[src/hdl/hflc_pkg.sv]
package hflc_pkg;

   localparam int PAYLOAD_BYTES_DEF = 128;
   localparam int PATH_BYTES_DEF    = 64;

   localparam int BYTE_W    = 8;
   localparam int METHOD_W  = 3;
   localparam int STATUS_W  = 10;
   localparam int PLEN_W    = 7;
   localparam int N_METHODS = 6;
   localparam int PREFIX_MAX = 7;

   // result FIFO depth, power of two, at least two
   localparam int RSP_FIFO_DEPTH = 4;

   localparam logic [BYTE_W-1:0] CH_SPACE = 8'h20;
   localparam logic [BYTE_W-1:0] CH_QMARK = 8'h3F;
   localparam logic [BYTE_W-1:0] CH_CR    = 8'h0D;
   localparam logic [BYTE_W-1:0] CH_ZERO  = 8'h30;
   localparam logic [BYTE_W-1:0] CH_NINE  = 8'h39;

   localparam int RESP_VER_LEN   = 7;
   localparam int RESP_SP_OFS    = 8;
   localparam int RESP_DIG_FIRST = 9;
   localparam int RESP_DIG_LAST  = 11;
   localparam int RESP_MIN_BYTES = 12;

   localparam logic [METHOD_W-1:0] METHOD_NONE = 3'd0;

   localparam logic KIND_PATH    = 1'b0;
   localparam logic KIND_SUMMARY = 1'b1;

   localparam logic [BYTE_W-1:0] PREFIX_TEXT [N_METHODS][PREFIX_MAX] = '{
      '{"G", "E", "T", " ", 8'h00, 8'h00, 8'h00},
      '{"P", "O", "S", "T", " ", 8'h00, 8'h00},
      '{"P", "U", "T", " ", 8'h00, 8'h00, 8'h00},
      '{"D", "E", "L", "E", "T", "E", " "},
      '{"P", "A", "T", "C", "H", " ", 8'h00},
      '{"H", "E", "A", "D", " ", 8'h00, 8'h00}
   };

   localparam logic [2:0] PREFIX_LEN [N_METHODS] = '{3'd4, 3'd5, 3'd4, 3'd7, 3'd6, 3'd5};

   localparam logic [BYTE_W-1:0] RESP_TEXT [RESP_VER_LEN] = '{
      "H", "T", "T", "P", "/", "1", "."
   };

   typedef struct packed {
      logic [BYTE_W-1:0] payload_byte;
      logic              last_byte;
   } req_type;

   typedef struct packed {
      logic                record_kind;
      logic [BYTE_W-1:0]   path_char;
      logic [METHOD_W-1:0] method_code;
      logic [STATUS_W-1:0] resp_status;
      logic [PLEN_W-1:0]   path_length;
      logic                end_of_run;
   } rsp_type;

   // results of one byte, in delivery order; count is 0, 1 or 2
   typedef struct packed {
      logic [1:0] count;
      rsp_type    first;
      rsp_type    second;
   } core_out_type;

endpackage

[src/hdl/hflc_channels.sv]
interface hflc_req_if;
   import hflc_pkg::*;

   logic              valid;
   logic              ready;
   logic [BYTE_W-1:0] payload_byte;
   logic              last_byte;

   modport source (output valid, output payload_byte, output last_byte, input ready);
   modport sink   (input valid, input payload_byte, input last_byte, output ready);
endinterface

interface hflc_rsp_if;
   import hflc_pkg::*;

   logic                valid;
   logic                ready;
   logic                record_kind;
   logic [BYTE_W-1:0]   path_char;
   logic [METHOD_W-1:0] method_code;
   logic [STATUS_W-1:0] resp_status;
   logic [PLEN_W-1:0]   path_length;
   logic                end_of_run;

   modport source (output valid, output record_kind, output path_char, output method_code,
                   output resp_status, output path_length, output end_of_run, input ready);
   modport sink   (input valid, input record_kind, input path_char, input method_code,
                   input resp_status, input path_length, input end_of_run, output ready);
endinterface

[src/hdl/hflc_parse_core.sv]
module hflc_parse_core #(
   parameter int PAYLOAD_BYTES = hflc_pkg::PAYLOAD_BYTES_DEF,
   parameter int PATH_BYTES    = hflc_pkg::PATH_BYTES_DEF
) (
   input  logic                  clock,
   input  logic                  reset,
   input  logic                  fire,
   input  hflc_pkg::req_type     item,
   output hflc_pkg::core_out_type result
);
   import hflc_pkg::*;

   localparam int OFS_W = $clog2(PAYLOAD_BYTES + 1);
   localparam int CNT_W = $clog2(PATH_BYTES + 1);

   logic [OFS_W-1:0]     offset_ff, offset_in;
   logic [N_METHODS-1:0] cand_ff, cand_in;
   logic                 resp_ff, resp_in;
   logic [METHOD_W-1:0]  method_ff, method_in;
   logic [STATUS_W-1:0]  status_ff, status_in;
   logic                 pact_ff, pact_in;
   logic [CNT_W-1:0]     pcnt_ff, pcnt_in;

   always_comb begin
      logic                in_window;
      logic                path_hit;
      logic [CNT_W-1:0]    plen_next;
      logic [BYTE_W-1:0]   b;
      logic [3:0]          digit;
      logic [12:0]         mul10;
      logic [STATUS_W-1:0] status_sum;
      rsp_type             path_rsp;
      rsp_type             sum_rsp;

      b         = item.payload_byte;
      offset_in = offset_ff;
      cand_in   = cand_ff;
      resp_in   = resp_ff;
      method_in = method_ff;
      status_in = status_ff;
      pact_in   = pact_ff;
      pcnt_in   = pcnt_ff;
      path_hit  = 1'b0;
      plen_next = pcnt_ff;
      digit     = 4'(b - CH_ZERO);
      // times ten as 8x + 2x; only the low bits are kept
      mul10     = {status_ff, 3'b000} + {2'b00, status_ff, 1'b0};
      in_window = offset_ff < OFS_W'(PAYLOAD_BYTES);

      if (in_window) begin
         // path bytes follow a matched prefix; the flag comes from earlier bytes
         if (pact_ff) begin
            if (b == CH_SPACE || b == CH_QMARK || b == CH_CR) begin
               pact_in = 1'b0;
            end else if (pcnt_ff < CNT_W'(PATH_BYTES)) begin
               plen_next = pcnt_ff + 1'b1;
               pcnt_in   = plen_next;
               path_hit  = 1'b1;
               if (plen_next == CNT_W'(PATH_BYTES)) begin
                  pact_in = 1'b0;
               end
            end else begin
               pact_in = 1'b0;
            end
         end

         for (int m = 0; m < N_METHODS; m++) begin
            if (offset_ff < OFS_W'(PREFIX_LEN[m])) begin
               if (b != PREFIX_TEXT[m][offset_ff[2:0]]) begin
                  cand_in[m] = 1'b0;
               end
               if (offset_ff == OFS_W'(PREFIX_LEN[m]) - 1'b1 && cand_in[m]
                   && method_in == METHOD_NONE) begin
                  method_in = METHOD_W'(m + 1);
                  pact_in   = 1'b1;
                  pcnt_in   = '0;
               end
            end
         end

         if (resp_ff) begin
            if (offset_ff < OFS_W'(RESP_VER_LEN)) begin
               if (b != RESP_TEXT[offset_ff[2:0]]) begin
                  resp_in = 1'b0;
               end
            end else if (offset_ff == OFS_W'(RESP_SP_OFS)) begin
               if (b != CH_SPACE) begin
                  resp_in = 1'b0;
               end
            end else if (offset_ff >= OFS_W'(RESP_DIG_FIRST)
                         && offset_ff <= OFS_W'(RESP_DIG_LAST)) begin
               if (b >= CH_ZERO && b <= CH_NINE) begin
                  status_in = STATUS_W'(mul10 + {9'd0, digit});
               end else begin
                  resp_in = 1'b0;
               end
            end
         end

         offset_in = offset_ff + 1'b1;
      end

      status_sum = (method_in == METHOD_NONE && resp_in
                    && offset_in >= OFS_W'(RESP_MIN_BYTES)) ? status_in : '0;

      path_rsp.record_kind = KIND_PATH;
      path_rsp.path_char   = b;
      path_rsp.method_code = method_ff;
      path_rsp.resp_status = '0;
      path_rsp.path_length = PLEN_W'(plen_next);
      path_rsp.end_of_run  = ~item.last_byte;

      sum_rsp.record_kind = KIND_SUMMARY;
      sum_rsp.path_char   = '0;
      sum_rsp.method_code = method_in;
      sum_rsp.resp_status = status_sum;
      sum_rsp.path_length = PLEN_W'(pcnt_in);
      sum_rsp.end_of_run  = 1'b1;

      result.first  = path_hit ? path_rsp : sum_rsp;
      result.second = sum_rsp;
      if (!fire) begin
         result.count = 2'd0;
      end else begin
         result.count = 2'(path_hit) + 2'(item.last_byte);
      end

      // close the payload: return to the idle parse state
      if (item.last_byte) begin
         offset_in = '0;
         cand_in   = '1;
         resp_in   = 1'b1;
         method_in = METHOD_NONE;
         status_in = '0;
         pact_in   = 1'b0;
         pcnt_in   = '0;
      end
   end

   always_ff @(posedge clock) begin
      if (reset) begin
         offset_ff <= '0;
         cand_ff   <= '1;
         resp_ff   <= 1'b1;
         method_ff <= METHOD_NONE;
         status_ff <= '0;
         pact_ff   <= 1'b0;
         pcnt_ff   <= '0;
      end else if (fire) begin
         offset_ff <= offset_in;
         cand_ff   <= cand_in;
         resp_ff   <= resp_in;
         method_ff <= method_in;
         status_ff <= status_in;
         pact_ff   <= pact_in;
         pcnt_ff   <= pcnt_in;
      end
   end

   a_pair_order: assert property (@(posedge clock) disable iff (reset)
      result.count == 2'd2 |-> result.first.record_kind == KIND_PATH
                               && result.second.record_kind == KIND_SUMMARY)
      else $error("two results must be path then summary");

   a_path_bound: assert property (@(posedge clock) disable iff (reset)
      pcnt_ff <= CNT_W'(PATH_BYTES))
      else $error("path count beyond limit");

   a_path_needs_method: assert property (@(posedge clock) disable iff (reset)
      pact_ff |-> method_ff != METHOD_NONE)
      else $error("path active without a matched method");

endmodule

[src/hdl/hflc_rsp_fifo.sv]
module hflc_rsp_fifo (
   input  logic                   clock,
   input  logic                   reset,
   input  hflc_pkg::core_out_type push,
   input  logic                   pop,
   output hflc_pkg::rsp_type      head,
   output logic                   nonempty,
   output logic                   room_two
);
   import hflc_pkg::*;

   localparam int PTR_W = $clog2(RSP_FIFO_DEPTH);
   localparam int CNT_W = $clog2(RSP_FIFO_DEPTH + 1);

   rsp_type          mem_ff [RSP_FIFO_DEPTH];
   logic [PTR_W-1:0] wr_ff, wr_in;
   logic [PTR_W-1:0] rd_ff, rd_in;
   logic [CNT_W-1:0] cnt_ff, cnt_in;
   logic             do_pop;
   logic [CNT_W-1:0] cnt_after_pop;

   assign nonempty      = cnt_ff != '0;
   assign do_pop        = pop && nonempty;
   assign cnt_after_pop = cnt_ff - CNT_W'(do_pop);
   assign room_two      = cnt_after_pop <= CNT_W'(RSP_FIFO_DEPTH - 2);
   assign head          = mem_ff[rd_ff];

   assign wr_in  = wr_ff + PTR_W'(push.count);
   assign rd_in  = rd_ff + PTR_W'(do_pop);
   assign cnt_in = cnt_after_pop + CNT_W'(push.count);

   always_ff @(posedge clock) begin
      if (push.count != 2'd0) begin
         mem_ff[wr_ff] <= push.first;
      end
      if (push.count == 2'd2) begin
         mem_ff[wr_ff + 1'b1] <= push.second;
      end
   end

   always_ff @(posedge clock) begin
      if (reset) begin
         wr_ff  <= '0;
         rd_ff  <= '0;
         cnt_ff <= '0;
      end else begin
         wr_ff  <= wr_in;
         rd_ff  <= rd_in;
         cnt_ff <= cnt_in;
      end
   end

   a_no_overflow: assert property (@(posedge clock) disable iff (reset)
      push.count != 2'd0 |-> CNT_W'(push.count) <= CNT_W'(RSP_FIFO_DEPTH) - cnt_after_pop)
      else $error("result FIFO overflow");

   a_ptr_track: assert property (@(posedge clock) disable iff (reset)
      PTR_W'(wr_ff - rd_ff) == PTR_W'(cnt_ff))
      else $error("FIFO pointers and count disagree");

endmodule

[src/hdl/http_first_line_classifier.sv]
// Channel   Direction  Transaction payload
// --------  ---------  ------------------------------------------------------------
// req_chan  in         payload_byte[7:0], last_byte
// rsp_chan  out        record_kind, path_char[7:0], method_code[2:0], resp_status[9:0],
//                      path_length[6:0], end_of_run
//
// One payload byte per cycle while the FIFO has room for two more results. A byte is
// held in the input register, parsed in a single pass and lands in a four-entry
// result FIFO; its first result is offered the cycle after that. A last byte that
// is also a path byte yields two results, so the result port, one transaction per
// cycle, then sets the pace. Synchronous reset clears parse state and FIFO pointers.
// Stalls on rsp_chan back up into req_chan.ready only once the FIFO cannot take two
// more results.
module http_first_line_classifier #(
   parameter int PAYLOAD_BYTES = hflc_pkg::PAYLOAD_BYTES_DEF,
   parameter int PATH_BYTES    = hflc_pkg::PATH_BYTES_DEF
) (
   input logic        clock,
   input logic        reset,
   hflc_req_if.sink   req_chan,
   hflc_rsp_if.source rsp_chan
);
   import hflc_pkg::*;

   // input register stage
   logic         in_valid_ff, in_valid_in;
   req_type      in_item_ff;
   logic         req_take;
   logic         consume;

   core_out_type core_res;
   rsp_type      head;
   logic         nonempty;
   logic         room_two;

   // parse the held byte only when the FIFO can absorb its worst case of two results
   assign consume  = in_valid_ff && room_two;
   assign req_chan.ready = !in_valid_ff || consume;
   assign req_take = req_chan.valid && req_chan.ready;
   assign in_valid_in = req_take || (in_valid_ff && !consume);

   always_ff @(posedge clock) begin
      if (reset) begin
         in_valid_ff <= 1'b0;
      end else begin
         in_valid_ff <= in_valid_in;
      end
   end

   // payload register: load on every accepted transaction
   always_ff @(posedge clock) begin
      if (req_take) begin
         in_item_ff.payload_byte <= req_chan.payload_byte;
         in_item_ff.last_byte    <= req_chan.last_byte;
      end
   end

   hflc_parse_core #(
      .PAYLOAD_BYTES (PAYLOAD_BYTES),
      .PATH_BYTES    (PATH_BYTES)
   ) u_core (
      .clock  (clock),
      .reset  (reset),
      .fire   (consume),
      .item   (in_item_ff),
      .result (core_res)
   );

   hflc_rsp_fifo u_fifo (
      .clock    (clock),
      .reset    (reset),
      .push     (core_res),
      .pop      (rsp_chan.ready),
      .head     (head),
      .nonempty (nonempty),
      .room_two (room_two)
   );

   // drive the result channel straight from the FIFO entry at the read pointer
   assign rsp_chan.valid       = nonempty;
   assign rsp_chan.record_kind = head.record_kind;
   assign rsp_chan.path_char   = head.path_char;
   assign rsp_chan.method_code = head.method_code;
   assign rsp_chan.resp_status = head.resp_status;
   assign rsp_chan.path_length = head.path_length;
   assign rsp_chan.end_of_run  = head.end_of_run;

   a_hold_when_blocked: assert property (@(posedge clock) disable iff (reset)
      in_valid_ff && !room_two |=> in_valid_ff)
      else $error("held byte dropped while FIFO was full");

endmodule
[src/flat_wrapper.sv]
// flat-port wrapper written by rule: the top's interface ports become plain ports
module http_first_line_classifier_flat import hflc_pkg::*;
#(
   parameter int PAYLOAD_BYTES = hflc_pkg::PAYLOAD_BYTES_DEF,
   parameter int PATH_BYTES    = hflc_pkg::PATH_BYTES_DEF
)
  (clock, reset, req_chan_valid, req_chan_payload_byte, req_chan_last_byte, req_chan_ready, rsp_chan_valid, rsp_chan_record_kind, rsp_chan_path_char, rsp_chan_method_code, rsp_chan_resp_status, rsp_chan_path_length, rsp_chan_end_of_run, rsp_chan_ready);
  hflc_req_if req_chan_i ();
  hflc_rsp_if rsp_chan_i ();
  input logic clock;
  input logic reset;
  input wire logic [$bits(req_chan_i.valid)-1:0] req_chan_valid;
  input wire logic [$bits(req_chan_i.payload_byte)-1:0] req_chan_payload_byte;
  input wire logic [$bits(req_chan_i.last_byte)-1:0] req_chan_last_byte;
  output wire logic [$bits(req_chan_i.ready)-1:0] req_chan_ready;
  output wire logic [$bits(rsp_chan_i.valid)-1:0] rsp_chan_valid;
  output wire logic [$bits(rsp_chan_i.record_kind)-1:0] rsp_chan_record_kind;
  output wire logic [$bits(rsp_chan_i.path_char)-1:0] rsp_chan_path_char;
  output wire logic [$bits(rsp_chan_i.method_code)-1:0] rsp_chan_method_code;
  output wire logic [$bits(rsp_chan_i.resp_status)-1:0] rsp_chan_resp_status;
  output wire logic [$bits(rsp_chan_i.path_length)-1:0] rsp_chan_path_length;
  output wire logic [$bits(rsp_chan_i.end_of_run)-1:0] rsp_chan_end_of_run;
  input wire logic [$bits(rsp_chan_i.ready)-1:0] rsp_chan_ready;
  assign req_chan_i.valid = req_chan_valid;
  assign req_chan_i.payload_byte = req_chan_payload_byte;
  assign req_chan_i.last_byte = req_chan_last_byte;
  assign req_chan_ready = req_chan_i.ready;
  assign rsp_chan_valid = rsp_chan_i.valid;
  assign rsp_chan_record_kind = rsp_chan_i.record_kind;
  assign rsp_chan_path_char = rsp_chan_i.path_char;
  assign rsp_chan_method_code = rsp_chan_i.method_code;
  assign rsp_chan_resp_status = rsp_chan_i.resp_status;
  assign rsp_chan_path_length = rsp_chan_i.path_length;
  assign rsp_chan_end_of_run = rsp_chan_i.end_of_run;
  assign rsp_chan_i.ready = rsp_chan_ready;
  http_first_line_classifier #(.PAYLOAD_BYTES(PAYLOAD_BYTES), .PATH_BYTES(PATH_BYTES)) u_core (.clock(clock), .reset(reset), .req_chan(req_chan_i), .rsp_chan(rsp_chan_i));
endmodule
[config.mk]
export PLATFORM = sky130hd
export DESIGN_NAME = http_first_line_classifier_flat
export DESIGN_NICKNAME = d
export VERILOG_FILES = /design/src/hdl/hflc_pkg.sv /design/src/hdl/hflc_channels.sv /design/src/hdl/hflc_parse_core.sv /design/src/hdl/hflc_rsp_fifo.sv /design/src/hdl/http_first_line_classifier.sv /design/src/flat_wrapper.sv
export SDC_FILE = /design/constraint.sdc
export NUM_CORES = 1
export LEC_CHECK = 0
export BUFFER_PORTS_ARGS = -buffer_cell sky130_fd_sc_hd__buf_2
export CAP_MARGIN = 20
export CELL_PAD_IN_SITES_DETAIL_PLACEMENT = 1
export CELL_PAD_IN_SITES_GLOBAL_PLACEMENT = 2
export CORE_MARGIN = 4
export CORE_UTILIZATION = 46
export DETAILED_ROUTE_END_ITERATION = 8
export GPL_TIMING_DRIVEN = 0
export PLACE_DENSITY = 0.83
export SLEW_MARGIN = 20
export SYNTH_ARGS = -nofsm -noshare
export SYNTH_HDL_FRONTEND = slang
export SYNTH_HIERARCHICAL = 1
export SYNTH_SLANG_ARGS = --single-unit
[constraint.sdc]
create_clock -name clock -period 15.2 [get_ports clock]
set_clock_uncertainty 0.2 [all_clocks]
set_input_delay 3.04 -clock clock [delete_from_list [all_inputs] [get_ports clock]]
set_output_delay 3.04 -clock clock [all_outputs]
set_load 0.02 [all_outputs]
# [Yosys cells after proc, flatten, opt, wreduce, memory -nomap -nowiden]
# Memories as Yosys holds them, arrays and structs flattened. A register that Yosys moved wholly into a read port is not among the register bits.
# Index checks and enable logic that the tools add are counted.
[classes] addsub=11 magnitude_cmp=13 eq_ne=18 muxes=127 bitwise_logic=2 n_reduce_logical=45
[op_table] operator="$mux W7" n=19
[op_table] operator="$mux W8" n=16
[op_table] operator="$mux W10" n=8
[op_table] operator="$mux W1" n=60
[op_table] operator="$mux W3" n=19
[op_table] operator="$ne A8 B8 Y1" n=7
[op_table] operator="$lt A8 B3 Y1 const B" n=4
[op_table] operator="$mux W30" n=1
[op_table] operator="$eq A8 B3 Y1 const B" n=3
[op_table] operator="$logic_not A3 Y1" n=7
[op_table] operator="$logic_and A1 B1 Y1" n=20
[op_table] operator="$eq A8 B4 Y1 const B" n=2
[op_table] operator="$eq A8 B6 Y1 const B" n=2
[op_table] operator="$ge A8 B4 Y1 const B" n=2
[op_table] operator="$mux W6" n=2
[op_table] operator="$reduce_and A3 Y1" n=4
[op_table] operator="$reduce_bool A2 Y1" n=6
[op_table] operator="$add A10 B10 Y10" n=1
[op_table] operator="$add A10 B4 Y10" n=1
[op_table] operator="$add A8 B1 Y8 const B" n=1
[op_table] operator="$eq A8 B2 Y1 const B" n=1
[op_table] operator="$ge A8 B6 Y1 const B" n=1
[op_table] operator="$le A8 B4 Y1 const B" n=1
[op_table] operator="$le A8 B6 Y1 const B" n=1
[op_table] operator="22 further kinds" n=27
[word_totals] register_bits=53 ram_bits=120 rom_bits=448 inputBits=13 output_inout_bits=32 wordCells=240 mem_count=8
[memory_table] memory="u_core.u_fifo.mem_ff" words=4 width=30 rd=1 rd_clocked_by_memory_dff=1 wr=2 line="hflc_rsp_fifo.sv:15" rtl="rsp_type mem_ff [RSP_FIFO_DEPTH];"
[memory_table] memory="(no name shown)" words=8 width=8 rd=1 rd_clocked_by_memory_dff=0 wr=0 line="hflc_parse_core.sv:83" rtl="if (b != RESP_TEXT[offset_ff[2:0]]) begin"
[memory_table] memory="(no name shown)" words=8 width=8 rd=1 rd_clocked_by_memory_dff=0 wr=0 line="hflc_parse_core.sv:69" rtl="if (b != PREFIX_TEXT[m][offset_ff[2:0]]) begin"
[memory_table] memory="(no name shown)" words=8 width=8 rd=1 rd_clocked_by_memory_dff=0 wr=0 line="hflc_parse_core.sv:69"
[memory_table] memory="(no name shown)" words=8 width=8 rd=1 rd_clocked_by_memory_dff=0 wr=0 line="hflc_parse_core.sv:69"
[memory_table] memory="(no name shown)" words=8 width=8 rd=1 rd_clocked_by_memory_dff=0 wr=0 line="hflc_parse_core.sv:69"
[memory_table] memory="2 more memories"

# [Depth between registers and ports, before layout]
# Gate-level depths: netlist (run 1).
[depth] depth_word=43 depth_mapped=14 mapped_depth_nobuf=13

# [Cells and area by module]
# Netlist (run 1), hierarchy kept.
[modules_own_cells] module="hflc_rsp_fifo" n_inst=1 cells_per_inst=331 area_per_inst_um2=6202.2 seq_area_each_um2=3743.6
[modules_own_cells] module="hflc_parse_core" n_inst=1 cells_per_inst=580 area_per_inst_um2=4097.7 seq_area_each_um2=720.7
[modules_own_cells] module="http_first_line_classifier" n_inst=1 cells_per_inst=15 area_per_inst_um2=332.8 seq_area_each_um2=290.3

# [Least setup slack after synthesis (run 1)]
# No wires, ideal clock.
[synth_timing] path_type="input to register" start="input rsp_chan_ready" end="memory u_core/u_fifo/mem_ff[0][0] (netlist bit), enable pin" setup_time_ps=459 arrival_ps=6848 required_ps=14541 path_slack_ps=7693 path_stages=10 n_path_buf=1 cell_sequence="and2_1 -> ha_1 -> ha_1 -> inv_1 -> a21oi_1 -> and2_2 -> clkbuf_1 -> and2_1 -> o21bai_1 -> o21ai_0"
[synth_rtl] element="start: declaration" line="flat_wrapper.sv:23" rtl="input wire logic [$bits(rsp_chan_i.ready)-1:0] rsp_chan_ready;"
[synth_rtl] element="end: declaration" line="hflc_rsp_fifo.sv:15"

# [Worst setup path after layout (run 1)]
[layout_timing] start="input rsp_chan_ready" end="output req_chan_ready"
[layout_between] elab_chain_cells=5
[layout_lines] element="$logic_and A1 B1 Y1" line="hflc_rsp_fifo.sv:23" rtl="assign do_pop = pop && nonempty;"
[layout_lines] element="$sub A3 B1 Y3" line="hflc_rsp_fifo.sv:24" rtl="assign cnt_after_pop = cnt_ff - CNT_W'(do_pop);"
[layout_lines] element="$le A3 B2 Y1" line="hflc_rsp_fifo.sv:25" rtl="assign room_two = cnt_after_pop <= CNT_W'(RSP_FIFO_DEPTH - 2);"
[layout_lines] element="via u_core.room_two" line="http_first_line_classifier.sv:34" rtl="logic room_two;"
[layout_lines] element="$logic_and A1 B1 Y1" line="http_first_line_classifier.sv:37" rtl="assign consume = in_valid_ff && room_two;"
[layout_lines] element="$logic_or A1 B1 Y1" line="http_first_line_classifier.sv:38" rtl="assign req_chan.ready = !in_valid_ff || consume;"
[layout_lines] element="end: declaration" line="flat_wrapper.sv:15" rtl="output wire logic [$bits(req_chan_i.ready)-1:0] req_chan_ready;"
# The timed path passes the listed nets, and every way through them passes these cells.

==> results of run 1 <==
-- cell usage in the layout, fill, tap and decap left out, drive strengths merged, types with 6 or more instances in the layout --
master,count
dfxtp,44
nor3,33
and3,13
nand4,8
xnor2,15
o21ai,28
nand2,39
nor3b,9
mux4,30
inv,35
nor2b,18
nor2,90
a21oi,44
ha,31
buf,97
clkbuf,41
o21bai,6
nand3,18
nand2b,11
mux2i,11
a32oi,6
edfxtp,129
xor2,14
conb,10
or3,6
nor4,6
mux2,122
a22oi,13
a31oi,12
-- per-layer routing --
metal / vias up / track usage (%) / share of wire [%]
li1: 3613 / - / -
met1: 3937 / 32.7 / 46
met2: 124 / 41.0 / 49
met3: 36 / 2.86 / 2.8
met4: 0 / 6.57 / 1.9
met5: - / 0 / 0
-- Yosys cell counts (4+ instances only) --
master    count
o21ai_1       5
a22oi_1      12
mux2_1       35
and3_1       13
o22ai_1       4
xnor2_1      15
ha_1         31
o21bai_1      6
nand2_1      38
o21ai_0      23
buf_4        14
a21oi_1      43
nand3b_1      4
mux2i_1      11
nor3_1       30
inv_1        29
nand4_1       8
and3b_1       4
mux2_2       87
xor2_1       14
nor2_1       89
a31oi_1      12
o211ai_1      4
or3_1         5
a32oi_1       6
nor3b_1       9
mux4_2       30
nor2b_1      18
clkbuf_1     23
nand2b_1     10
buf_6        10
edfxtp_1    129
buf_2        22
dfxtp_1      44
nor4_1        4
a21o_1        5
nand3_1      17
-- logic make-up after synthesis --
family,count (synthesis),share of synthesized area (%)
AO/OA/AOI/OAI,141,8.53
adder cells (fa/ha/maj),34,4.21
flip-flops,173,44.7
XOR/XNOR,30,2.60
multiplexers,163,20.3
AND/OR/NAND/NOR,282,14.5
buffers and inverters,101,5.02
other,2,0.0706
-- flip-flops by register name, summed over array words and instances, names as in the netlist --
| register | cells |
|---|---|
| u_core/u_core/offset_ff | 8 |
| u_core/u_core/pcnt_ff | 7 |
| u_core/u_fifo/cnt_ff | 3 |
| u_core/in_item_ff | 9 |
| u_core/u_core/cand_ff | 6 |
| u_core/u_fifo/wr_ff | 2 |
| u_core/u_core/method_ff | 3 |
| u_core/u_core/pact_ff | 1 |
| u_core/u_fifo/rd_ff | 2 |
| u_core/u_fifo/mem_ff | 120 |
| u_core/u_core/resp_ff | 1 |
| u_core/in_valid_ff | 1 |
| u_core/u_core/status_ff | 10 |
-- worst register-to-register path: cells and delay by family (launching register included) --
| kind | cells | cell delay, ns |
|---|---|---|
| flip-flops | 1 | 0.44 |
| adder cells (fa/ha/maj) | 1 | 0.27 |
| AND/OR/NAND/NOR | 5 | 1.51 |
| AO/OA/AOI/OAI | 2 | 0.53 |
| buffers and inverters | 6 | 1.85 |
-- stage by stage --
stage	util [%]	power, mW	cell area [um2]
detailed placement	50.1	0.934	11400
floorplan	-	0.815	10700
global route	52.7	1.45	12000
global placement	49.5	0.926	11200
CTS	52.7	1.39	12000
finish	52.8	1.38	12000
-- worst paths after layout --
| kind | end | start | slack [ns] | cells past startpoint |
|---|---|---|---|---|
| worst max-delay path | req_chan_ready | rsp_chan_ready | 7.36 | 8 |
| worst min-delay path | u_core/u_core/status_ff[9]$_SDFFE_PP0P_ | u_core/u_core/status_ff[9]$_SDFFE_PP0P_ | 0.27 | 2 |
| worst max register to register | u_core/u_fifo/mem_ff[0][9]$_DFFE_PP_ | u_core/in_item_ff[3]$_DFFE_PP_ | 10.12 | 14 |
| worst min register to register | u_core/u_core/status_ff[9]$_SDFFE_PP0P_ | u_core/u_core/status_ff[9]$_SDFFE_PP0P_ | 0.27 | 2 |
-- power by group through the flow --
stage,clock [mW],sequential (mW),combinational [mW]
final,0.459,0.551,0.371
after global routing,0.489,0.553,0.404
after CTS,0.469,0.551,0.374
after detailed placement,0,0.561,0.373
after global placement,0,0.563,0.362
after floorplan,0,0.556,0.259
-- area by class of cell --
| class | count | area, um2 |
|---|---|---|
| Clock inverter | 14 | 180 |
| Antenna cell | 1 | 2.50 |
| Clock buffer | 18 | 429 |
| Fill cell | 2429 | 10700 |
| Sequential cell | 173 | 4750 |
| Timing Repair Buffer | 49 | 313 |
| Tap cell | 285 | 357 |
| Inverter | 30 | 113 |
| Buffer | 71 | 422 |
| Multi-Input combinational cell | 660 | 5410 |
==> impl_metrics.env, run 1 <==
export IMPL_netlist_area_mm2=0.0106
export IMPL_antenna_found_initial=0
export IMPL_synth_top_cell_by_area="edfxtp_1"
export IMPL_synth_edf_count=129
export IMPL_drt_iter0_drc=486
export IMPL_postRouteAntennaNets=0
export IMPL_cts_root_buffer="clkbuf_16"
export IMPL_hold_viol=0
export IMPL_leakagePower_nw=4.47
export IMPL_path_buf_inv=2
export IMPL_synth_warnings=6
export IMPL_drv_cap=0
export IMPL_start_util_pct=46.8
export IMPL_fin_cells=1301
export IMPL_cts_resized=0
export IMPL_hp_class="reg -> reg"
export IMPL_min_period_over_period_pct=51.6
export IMPL_clkLatencyLatePin_ns=0.43
export IMPL_worst_pin_slew_ns=0.783
export IMPL_p_sw_share_pct=31.8
export IMPL_crit_type="in -> out"
export IMPL_postCtsSetupRepairBufs=0
export IMPL_holdWs_ns=0.267
export IMPL_crit_chain="buf_2 -> and2_1 -> ha_1 -> ha_1 -> xor2_1 -> a21oi_1 -> nand2b_4 -> buf_2"
export IMPL_grtUsageTotal_pct=24.1
export IMPL_worstPathMaxFanout=3
export IMPL_wire_per_inst_um=23.0
export IMPL_pin_count=45
export IMPL_io_buffer_count=44
export IMPL_drt_drc_violations_left=0
export IMPL_die_w_um=160
export IMPL_grt_ovfl_total=0
export IMPL_fmax_mhz=127
export IMPL_drt_wl_total_mm=30.0
export IMPL_slowest_delay_ns=0.38
export IMPL_cts_buffers=17
export IMPL_slowest_stage="a21oi_1"
export IMPL_dp_cells=1268
export IMPL_worstPathArrival_ns=4.60
export IMPL_p_clk_share_pct=33.2
export IMPL_synth_cell_types=78
export IMPL_endpoint_kind="primary output"
export IMPL_ys_top_cells_by_area="edfxtp_1, mux2_2, dfxtp_1"
export IMPL_rsz0062_at_grt="no"
export IMPL_critPathLaunchType="input port"
export IMPL_pre_cts_ws_ns=7.38
export IMPL_fp_row_count=55
export IMPL_drive_above_1_share_pct=26.8
export IMPL_synth_top_area_share_pct=36.4
export IMPL_switchingPower_mw=0.440
export IMPL_clk_pin_slew_worst_paths_ns=0.07
export IMPL_drtPass1Iterations=5
export IMPL_grt_pass1_vias=8254
export IMPL_intPower_mw=0.941
export IMPL_post_cts_hold_buffer_count=0
export IMPL_peakVddDrop_v=0.0000698
export IMPL_finalSetupViolations=0
export IMPL_outcome="completed"
export IMPL_core_mm2=0.0227
export IMPL_via_per_inst=5.93
export IMPL_place_congestion=0.832
export IMPL_post_synth_cell_area_avg_um2=11.5
export IMPL_synthFlopType="edfxtp_1"
export IMPL_setup_tns_ns=0
export IMPL_maxSlewViolCount=0
export IMPL_die_area_mm2=0.0256
export IMPL_htree_levels=4
export IMPL_cts_tree="yes"
export IMPL_area_growth_pct=12.7
export IMPL_clockBufferDepth=2
export IMPL_yosysSeqAreaShare_pct=44.7
export IMPL_ys_seq_elements=173
export IMPL_grt_pass1_wl_mm=48.1
export IMPL_slew_headroom_pct=46.4
export IMPL_critical_path_top_delay_family="simple AND/OR/NAND/NOR gates"
export IMPL_dp_hpwl_mm=21.7
export IMPL_fin_ws_ns=7.36
export IMPL_seqPwrFrac_pct=39.9
export IMPL_nets=1049
export IMPL_die_h_um=160
export IMPL_post_route_min_period_ns=7.84
export IMPL_combPwrFrac_pct=26.9
export IMPL_async_flop_share_pct=0
export IMPL_power_density_mw_per_mm2=115
export IMPL_grt_start_max_net_pins=21
export IMPL_vias=7710
export IMPL_syn_inst=926
export IMPL_cts_sinks=173
export IMPL_required_ns=11.96
Power figures use the tool's default switching activity.
==> run 2: changes to the inputs <==
--- a/config.mk
+++ b/config.mk
@@ -10,10 +10,10 @@
 export CELL_PAD_IN_SITES_DETAIL_PLACEMENT = 1
 export CELL_PAD_IN_SITES_GLOBAL_PLACEMENT = 2
 export CORE_MARGIN = 4
-export CORE_UTILIZATION = 46
+export CORE_UTILIZATION = 43
 export DETAILED_ROUTE_END_ITERATION = 8
 export GPL_TIMING_DRIVEN = 0
-export PLACE_DENSITY = 0.83
+export PLACE_DENSITY = 0.78
 export SLEW_MARGIN = 20
 export SYNTH_ARGS = -nofsm -noshare
 export SYNTH_HDL_FRONTEND = slang
==> constraint.sdc (replaced) <==
create_clock -name clock -period 7.35 [get_ports clock]
set_clock_uncertainty 0.2 [all_clocks]
set_input_delay 1.47 -clock clock [delete_from_list [all_inputs] [get_ports clock]]
set_output_delay 1.47 -clock clock [all_outputs]
set_load 0.02 [all_outputs]
==> impl_metrics.env, run 2 (synthesis results as in run 1) <==
export IMPL_outcome="completed"
export IMPL_largest_reg_flops=120
export IMPL_worst_r2r_cell_count=14
export IMPL_grt_ovfl_total=0
export IMPL_fin_util_pct=49.4
export IMPL_io_buffer_count=44
export IMPL_slowest_delay_ns=0.59
export IMPL_fp_row_count=57
export IMPL_min_delay_start="u_core/u_core/status_ff[9]$_SDFFE_PP0P_"
export IMPL_endpoint_kind="register"
export IMPL_cts_buffers=17
export IMPL_rsz0062_at_grt="no"
export IMPL_dpl_cell_area_mm2=0.0114
export IMPL_required_ns=7.29
export IMPL_die_w_um=165
export IMPL_via_per_inst=5.69
export IMPL_critPathLaunchType="register"
export IMPL_regMostFlops="u_core/u_fifo/mem_ff"
export IMPL_worstPathMaxFanout=14
export IMPL_whs_path_depth=2
export IMPL_grt_pass1_vias=7994
export IMPL_postCtsSetupRepairBufs=0
export IMPL_htree_levels=4
export IMPL_cts_resized=0
export IMPL_cts_root_buffer="clkbuf_16"
export IMPL_vias=7618
export IMPL_post_route_min_period_ns=5.21
export IMPL_cts_tree="yes"
export IMPL_switchingPower_mw=0.934
export IMPL_antenna_found_initial=0
export IMPL_dp_hpwl_mm=21.8
export IMPL_finish_instance_area_mm2=0.0120
export IMPL_wire_per_inst_um=22.5
export IMPL_hp_class="reg -> reg"
export IMPL_grt_start_max_net_pins=20
export IMPL_layout_common_cells="edfxtp_1, nor2_1, mux2_2"
export IMPL_pin_count=45
export IMPL_timing_rr_start="u_core/in_item_ff[3]$_DFFE_PP_"
export IMPL_seqPwrFrac_pct=40.3
export IMPL_drive_above_1_share_pct=26.8
export IMPL_antenna_cells=0
export IMPL_nets=1049
export IMPL_drtPass1Iterations=6
export IMPL_r2r_slack_ns=2.14
export IMPL_p_sw_share_pct=33.1
export IMPL_hold_viol=0
export IMPL_startpoint="u_core/in_item_ff[3]$_DFFE_PP_"
export IMPL_peakVddDrop_v=0.000132
export IMPL_place_congestion=0.867
export IMPL_die_h_um=165
export IMPL_combPwrFrac_pct=27.4
export IMPL_drt_iter0_drc=512
export IMPL_intPower_mw=1.89
export IMPL_die_area_mm2=0.0273
export IMPL_drt_wl_total_mm=30.2
export IMPL_clockBufferDepth=2
export IMPL_top_regs="u_core/u_fifo/mem_ff: 120 flops, u_core/u_core/status_ff: 10 flops, u_core/in_item_ff: 9 flops"
export IMPL_fmax_mhz=192
export IMPL_path_buf_inv=6
export IMPL_critical_path_top_delay_family="buffers and inverters"
export IMPL_finalSetupViolations=0
export IMPL_worstHoldEndpoint="u_core/u_core/status_ff[9]$_SDFFE_PP0P_"
export IMPL_core_mm2=0.0243
export IMPL_drv_cap=0
export IMPL_maxSlewViolCount=0
export IMPL_clkLatencyLatePin_ns=0.44
export IMPL_crit_type="reg -> reg"
export IMPL_area_growth_pct=13.1
export IMPL_final_common_cell="edfxtp_1"
export IMPL_postRouteAntennaNets=0
export IMPL_crit_chain="clkbuf_1 -> nor2_1 -> nand4_1 -> o211ai_1 -> nor3_1 -> clkbuf_1 -> ha_1 -> inv_1 -> nor2_1 -> nand4b_1 -> buf_2 -> o21ai_4 -> buf_8 -> buf_16"
export IMPL_cts_sinks=173
export IMPL_start_util_pct=43.7
export IMPL_slew_headroom_pct=45.4
export IMPL_worstPathArrival_ns=5.15
export IMPL_grt_pass1_wl_mm=47.6
export IMPL_post_cts_hold_buffer_count=0
export IMPL_leakagePower_nw=4.47
export IMPL_slowest_stage="nor2_1"
export IMPL_min_period_over_period_pct=70.9
export IMPL_p_clk_share_pct=32.3
export IMPL_power_density_mw_per_mm2=235
export IMPL_r2r_end="u_core/u_fifo/mem_ff[0][1]$_DFFE_PP_"
export IMPL_worst_pin_slew_ns=0.814
export IMPL_drt_drc_violations_left=0
export IMPL_grtUsageTotal_pct=23.1
export IMPL_clk_pin_slew_worst_paths_ns=0.07
run 2: cell types whose count changed in the layout (fill, tap and decap cells not counted), sizes merged:
cell      change
clkinvlp      -1
clkinv        +1
diode         -1
bufinv        -2
inv           +2
run 2: metrics by stage:
stage                     cells  setup WS, ns  TNS [ns]  total power, mW  hold slack (ns)
final                      1339          2.14         0             2.82            0.257
after global routing       1339          1.91         0             2.96            0.281
after CTS                  1339          2.20         0             2.86            0.263
after detailed placement   1307          1.83         0             1.94            0.252
after global placement     1302         -1.44    -43.31             1.92            0.239
after floorplan             934          1.41         0             1.69            0.230
run 2: tightest hold or removal path: stages, from the launching register on:
cell and delay, ns:
dfxtp_1 0.31, nand2_1 0.05, a21oi_1 0.05
run 2: cell type report:
type,instances,area (um2)
Multi-Input combinational cell,660,5410
Fill cell,2639,12300
Sequential cell,173,4750
Clock inverter,14,151
Timing Repair Buffer,49,338
Clock buffer,18,429
Inverter,30,113
Tap cell,324,405
Buffer,71,422
run 2: worst max path at each step:
stage	cells past startpoint	slack [ns]	end
finish	14	2.14	u_core/u_fifo/mem_ff[0][1]$_DFFE_PP_
floorplan	10	1.41	u_core/u_fifo/mem_ff[0][0]$_DFFE_PP_
global route	14	1.91	u_core/u_fifo/mem_ff[0][1]$_DFFE_PP_
detailed placement	14	1.83	u_core/u_fifo/mem_ff[0][5]$_DFFE_PP_
CTS	14	2.20	u_core/u_fifo/mem_ff[0][1]$_DFFE_PP_
global placement	11	-1.44	u_core/u_fifo/mem_ff[0][6]$_DFFE_PP_
run 2: metal layers:
layer  routed length, um  part of all wire, %  vias up  track usage (%)
met5                   0                    0        -                0
met4                 416                  1.4        0             5.41
met3                 889                  2.9       25             3.05
met2               14600                   48      131             38.7
met1               14200                   47     3848             31.9
li1                    -                    -     3614                -
run 2: power by group through the flow:
| stage | Combinational [mW] | Sequential [mW] | Clock [mW] |
|---|---|---|---|
| 2_1_floorplan | 0.536 | 1.15 | 0 |
| 3_3_place_gp | 0.756 | 1.16 | 0 |
| 3_5_place_dp | 0.781 | 1.16 | 0 |
| 4_1_cts | 0.783 | 1.14 | 0.935 |
| 5_1_grt | 0.842 | 1.14 | 0.977 |
| 6_report | 0.774 | 1.14 | 0.911 |
==> run 3: changes to the inputs <==
==> constraint.sdc (replaced) <==
create_clock -name clock -period 5 [get_ports clock]
set_clock_uncertainty 0.2 [all_clocks]
set_input_delay 1 -clock clock [delete_from_list [all_inputs] [get_ports clock]]
set_output_delay 1 -clock clock [all_outputs]
set_load 0.02 [all_outputs]
==> impl_metrics.env, run 3 (synthesis results as in run 1) <==
export IMPL_worstPathMaxFanout=17
export IMPL_fin_cells=1338
export IMPL_via_per_inst=5.70
export IMPL_final_common_cell="edfxtp_1"
export IMPL_fin_ws_ns=0.342
export IMPL_post_cts_hold_buffer_count=0
export IMPL_drt_drc_violations_left=0
export IMPL_min_period_over_period_pct=93.2
export IMPL_cts_buffers=17
export IMPL_required_ns=4.94
export IMPL_endpoint_kind="register"
export IMPL_clkLatencyLatePin_ns=0.44
export IMPL_cts_root_buffer="clkbuf_16"
export IMPL_power_density_mw_per_mm2=345
export IMPL_drv_cap=0
export IMPL_grt_pass1_vias=7951
export IMPL_r2r_slack_ns=0.34
export IMPL_worst_pin_slew_ns=0.793
export IMPL_leakagePower_nw=4.47
export IMPL_start_util_pct=43.7
export IMPL_maxSlewViolCount=0
export IMPL_finalSetupViolations=0
export IMPL_rsz0062_at_grt="no"
export IMPL_peakVddDrop_v=0.000180
export IMPL_antenna_found_initial=0
export IMPL_finish_instance_area_mm2=0.0120
export IMPL_layout_common_cells="edfxtp_1, mux2_2, nor2_1"
export IMPL_dp_hpwl_mm=21.9
export IMPL_htree_levels=4
export IMPL_dpl_cell_area_mm2=0.0114
export IMPL_drt_iter0_drc=594
export IMPL_worstPathArrival_ns=4.60
export IMPL_wire_per_inst_um=22.6
export IMPL_grt_start_max_net_pins=20
export IMPL_slew_headroom_pct=46.8
export IMPL_area_growth_pct=13.2
export IMPL_drive_above_1_share_pct=27.0
export IMPL_seqPwrFrac_pct=40.4
export IMPL_postRouteAntennaNets=0
export IMPL_pin_count=45
export IMPL_cts_tree="yes"
export IMPL_die_h_um=165
export IMPL_p_clk_share_pct=32.3
export IMPL_switchingPower_mw=1.41
export IMPL_grt_ovfl_total=0
export IMPL_die_w_um=165
export IMPL_intPower_mw=2.74
export IMPL_holdWs_ns=0.261
export IMPL_antenna_cells=0
export IMPL_largest_reg_flops=120
export IMPL_drt_wl_total_mm=30.3
export IMPL_top_regs="u_core/u_fifo/mem_ff: 120 flops, u_core/u_core/status_ff: 10 flops, u_core/in_item_ff: 9 flops"
export IMPL_setup_tns_ns=0
export IMPL_p_sw_share_pct=33.9
export IMPL_nets=1048
export IMPL_outcome="completed"
export IMPL_place_congestion=0.838
export IMPL_vias=7631
export IMPL_hp_class="reg -> reg"
export IMPL_combPwrFrac_pct=27.3
export IMPL_post_route_min_period_ns=4.66
export IMPL_die_area_mm2=0.0273
export IMPL_pre_cts_ws_ns=-0.111
export IMPL_dp_cells=1306
export IMPL_fmax_mhz=215
export IMPL_grt_pass1_wl_mm=47.4
export IMPL_drtPass1Iterations=5
export IMPL_regMostFlops="u_core/u_fifo/mem_ff"
export IMPL_fp_row_count=57
export IMPL_core_mm2=0.0243
export IMPL_clk_pin_slew_worst_paths_ns=0.08
export IMPL_critPathLaunchType="register"
export IMPL_cts_sinks=173
export IMPL_clockBufferDepth=2
export IMPL_grtUsageTotal_pct=23.1
export IMPL_crit_type="reg -> reg"
export IMPL_hold_viol=0
export IMPL_io_buffer_count=44
-- run 3: cell types whose count changed in the layout (fill, tap and decap cells not counted), sizes merged --
cell / change
clkbuf: -1
bufinv: -1
buf: -1
clkinv: +2
clkinvlp: -1
inv: +1
-- run 3: final timing paths --
path,startpoint,to,depth (start not counted)
setup / recovery,u_core/in_item_ff[3]$_DFFE_PP_,u_core/u_fifo/mem_ff[2][21]$_DFFE_PP_,13
hold / removal,u_core/u_core/status_ff[9]$_SDFFE_PP0P_,u_core/u_core/status_ff[9]$_SDFFE_PP0P_,2
setup reg to reg,u_core/in_item_ff[3]$_DFFE_PP_,u_core/u_fifo/mem_ff[2][21]$_DFFE_PP_,13
hold reg to reg,u_core/u_core/status_ff[9]$_SDFFE_PP0P_,u_core/u_core/status_ff[9]$_SDFFE_PP0P_,2
-- run 3: area by class of cell --
cell class	count	area [um2]
Clock inverter	15	166
Inverter	30	113
Tap cell	324	405
Timing Repair Buffer	48	330
Fill cell	2607	12300
Sequential cell	173	4750
Clock buffer	17	425
Buffer	71	423
Multi-Input combinational cell	660	5410
-- run 3: timing repair --
| action | 4_1_cts | 5_1_grt |
|---|---|---|
| resized for setup | 1 | 2 |
| buffers inserted | 0 | 0 |
| setup endpoints to repair | 66 | 66 |
-- run 3: worst max-delay path, cell delays in order (launching register included) --
cell and delay, ns:
edfxtp_1 0.41, clkbuf_1 0.48, nor2_1 0.08, nand4_1 0.15, o211ai_1 0.29, nor3_1 0.45, clkbuf_2 0.38, ha_1 0.21
inv_1 0.11, nor2_2 0.38, and4bb_1 0.40, buf_6 0.22, o21bai_4 0.32, buf_16 0.24
-- run 3: through the flow --
| step | power, mW | utilization (%) |
|---|---|---|
| CTS | 4.19 | 49.5 |
| global route | 4.35 | 49.5 |
| finish | 4.15 | 49.5 |
| global placement | 2.82 | 46.4 |
| floorplan | 2.48 | - |
| detailed placement | 2.85 | 47.0 |
-- run 3: power groups by stage --
stage	combinational [mW]	clock, mW	sequential [mW]
final	1.13	1.34	1.67
after global routing	1.23	1.44	1.68
after CTS	1.15	1.37	1.68
after detailed placement	1.14	0	1.71
after global placement	1.11	0	1.71
after floorplan	0.788	0	1.69
-- run 3: per-layer routing --
layer,routed length [um],up-vias,track usage (%)
met5,0,-,0
li1,-,3618,-
met4,480,0,5.97
met1,14000,3876,32.0
met3,969,23,3.00
met2,14800,114,38.4
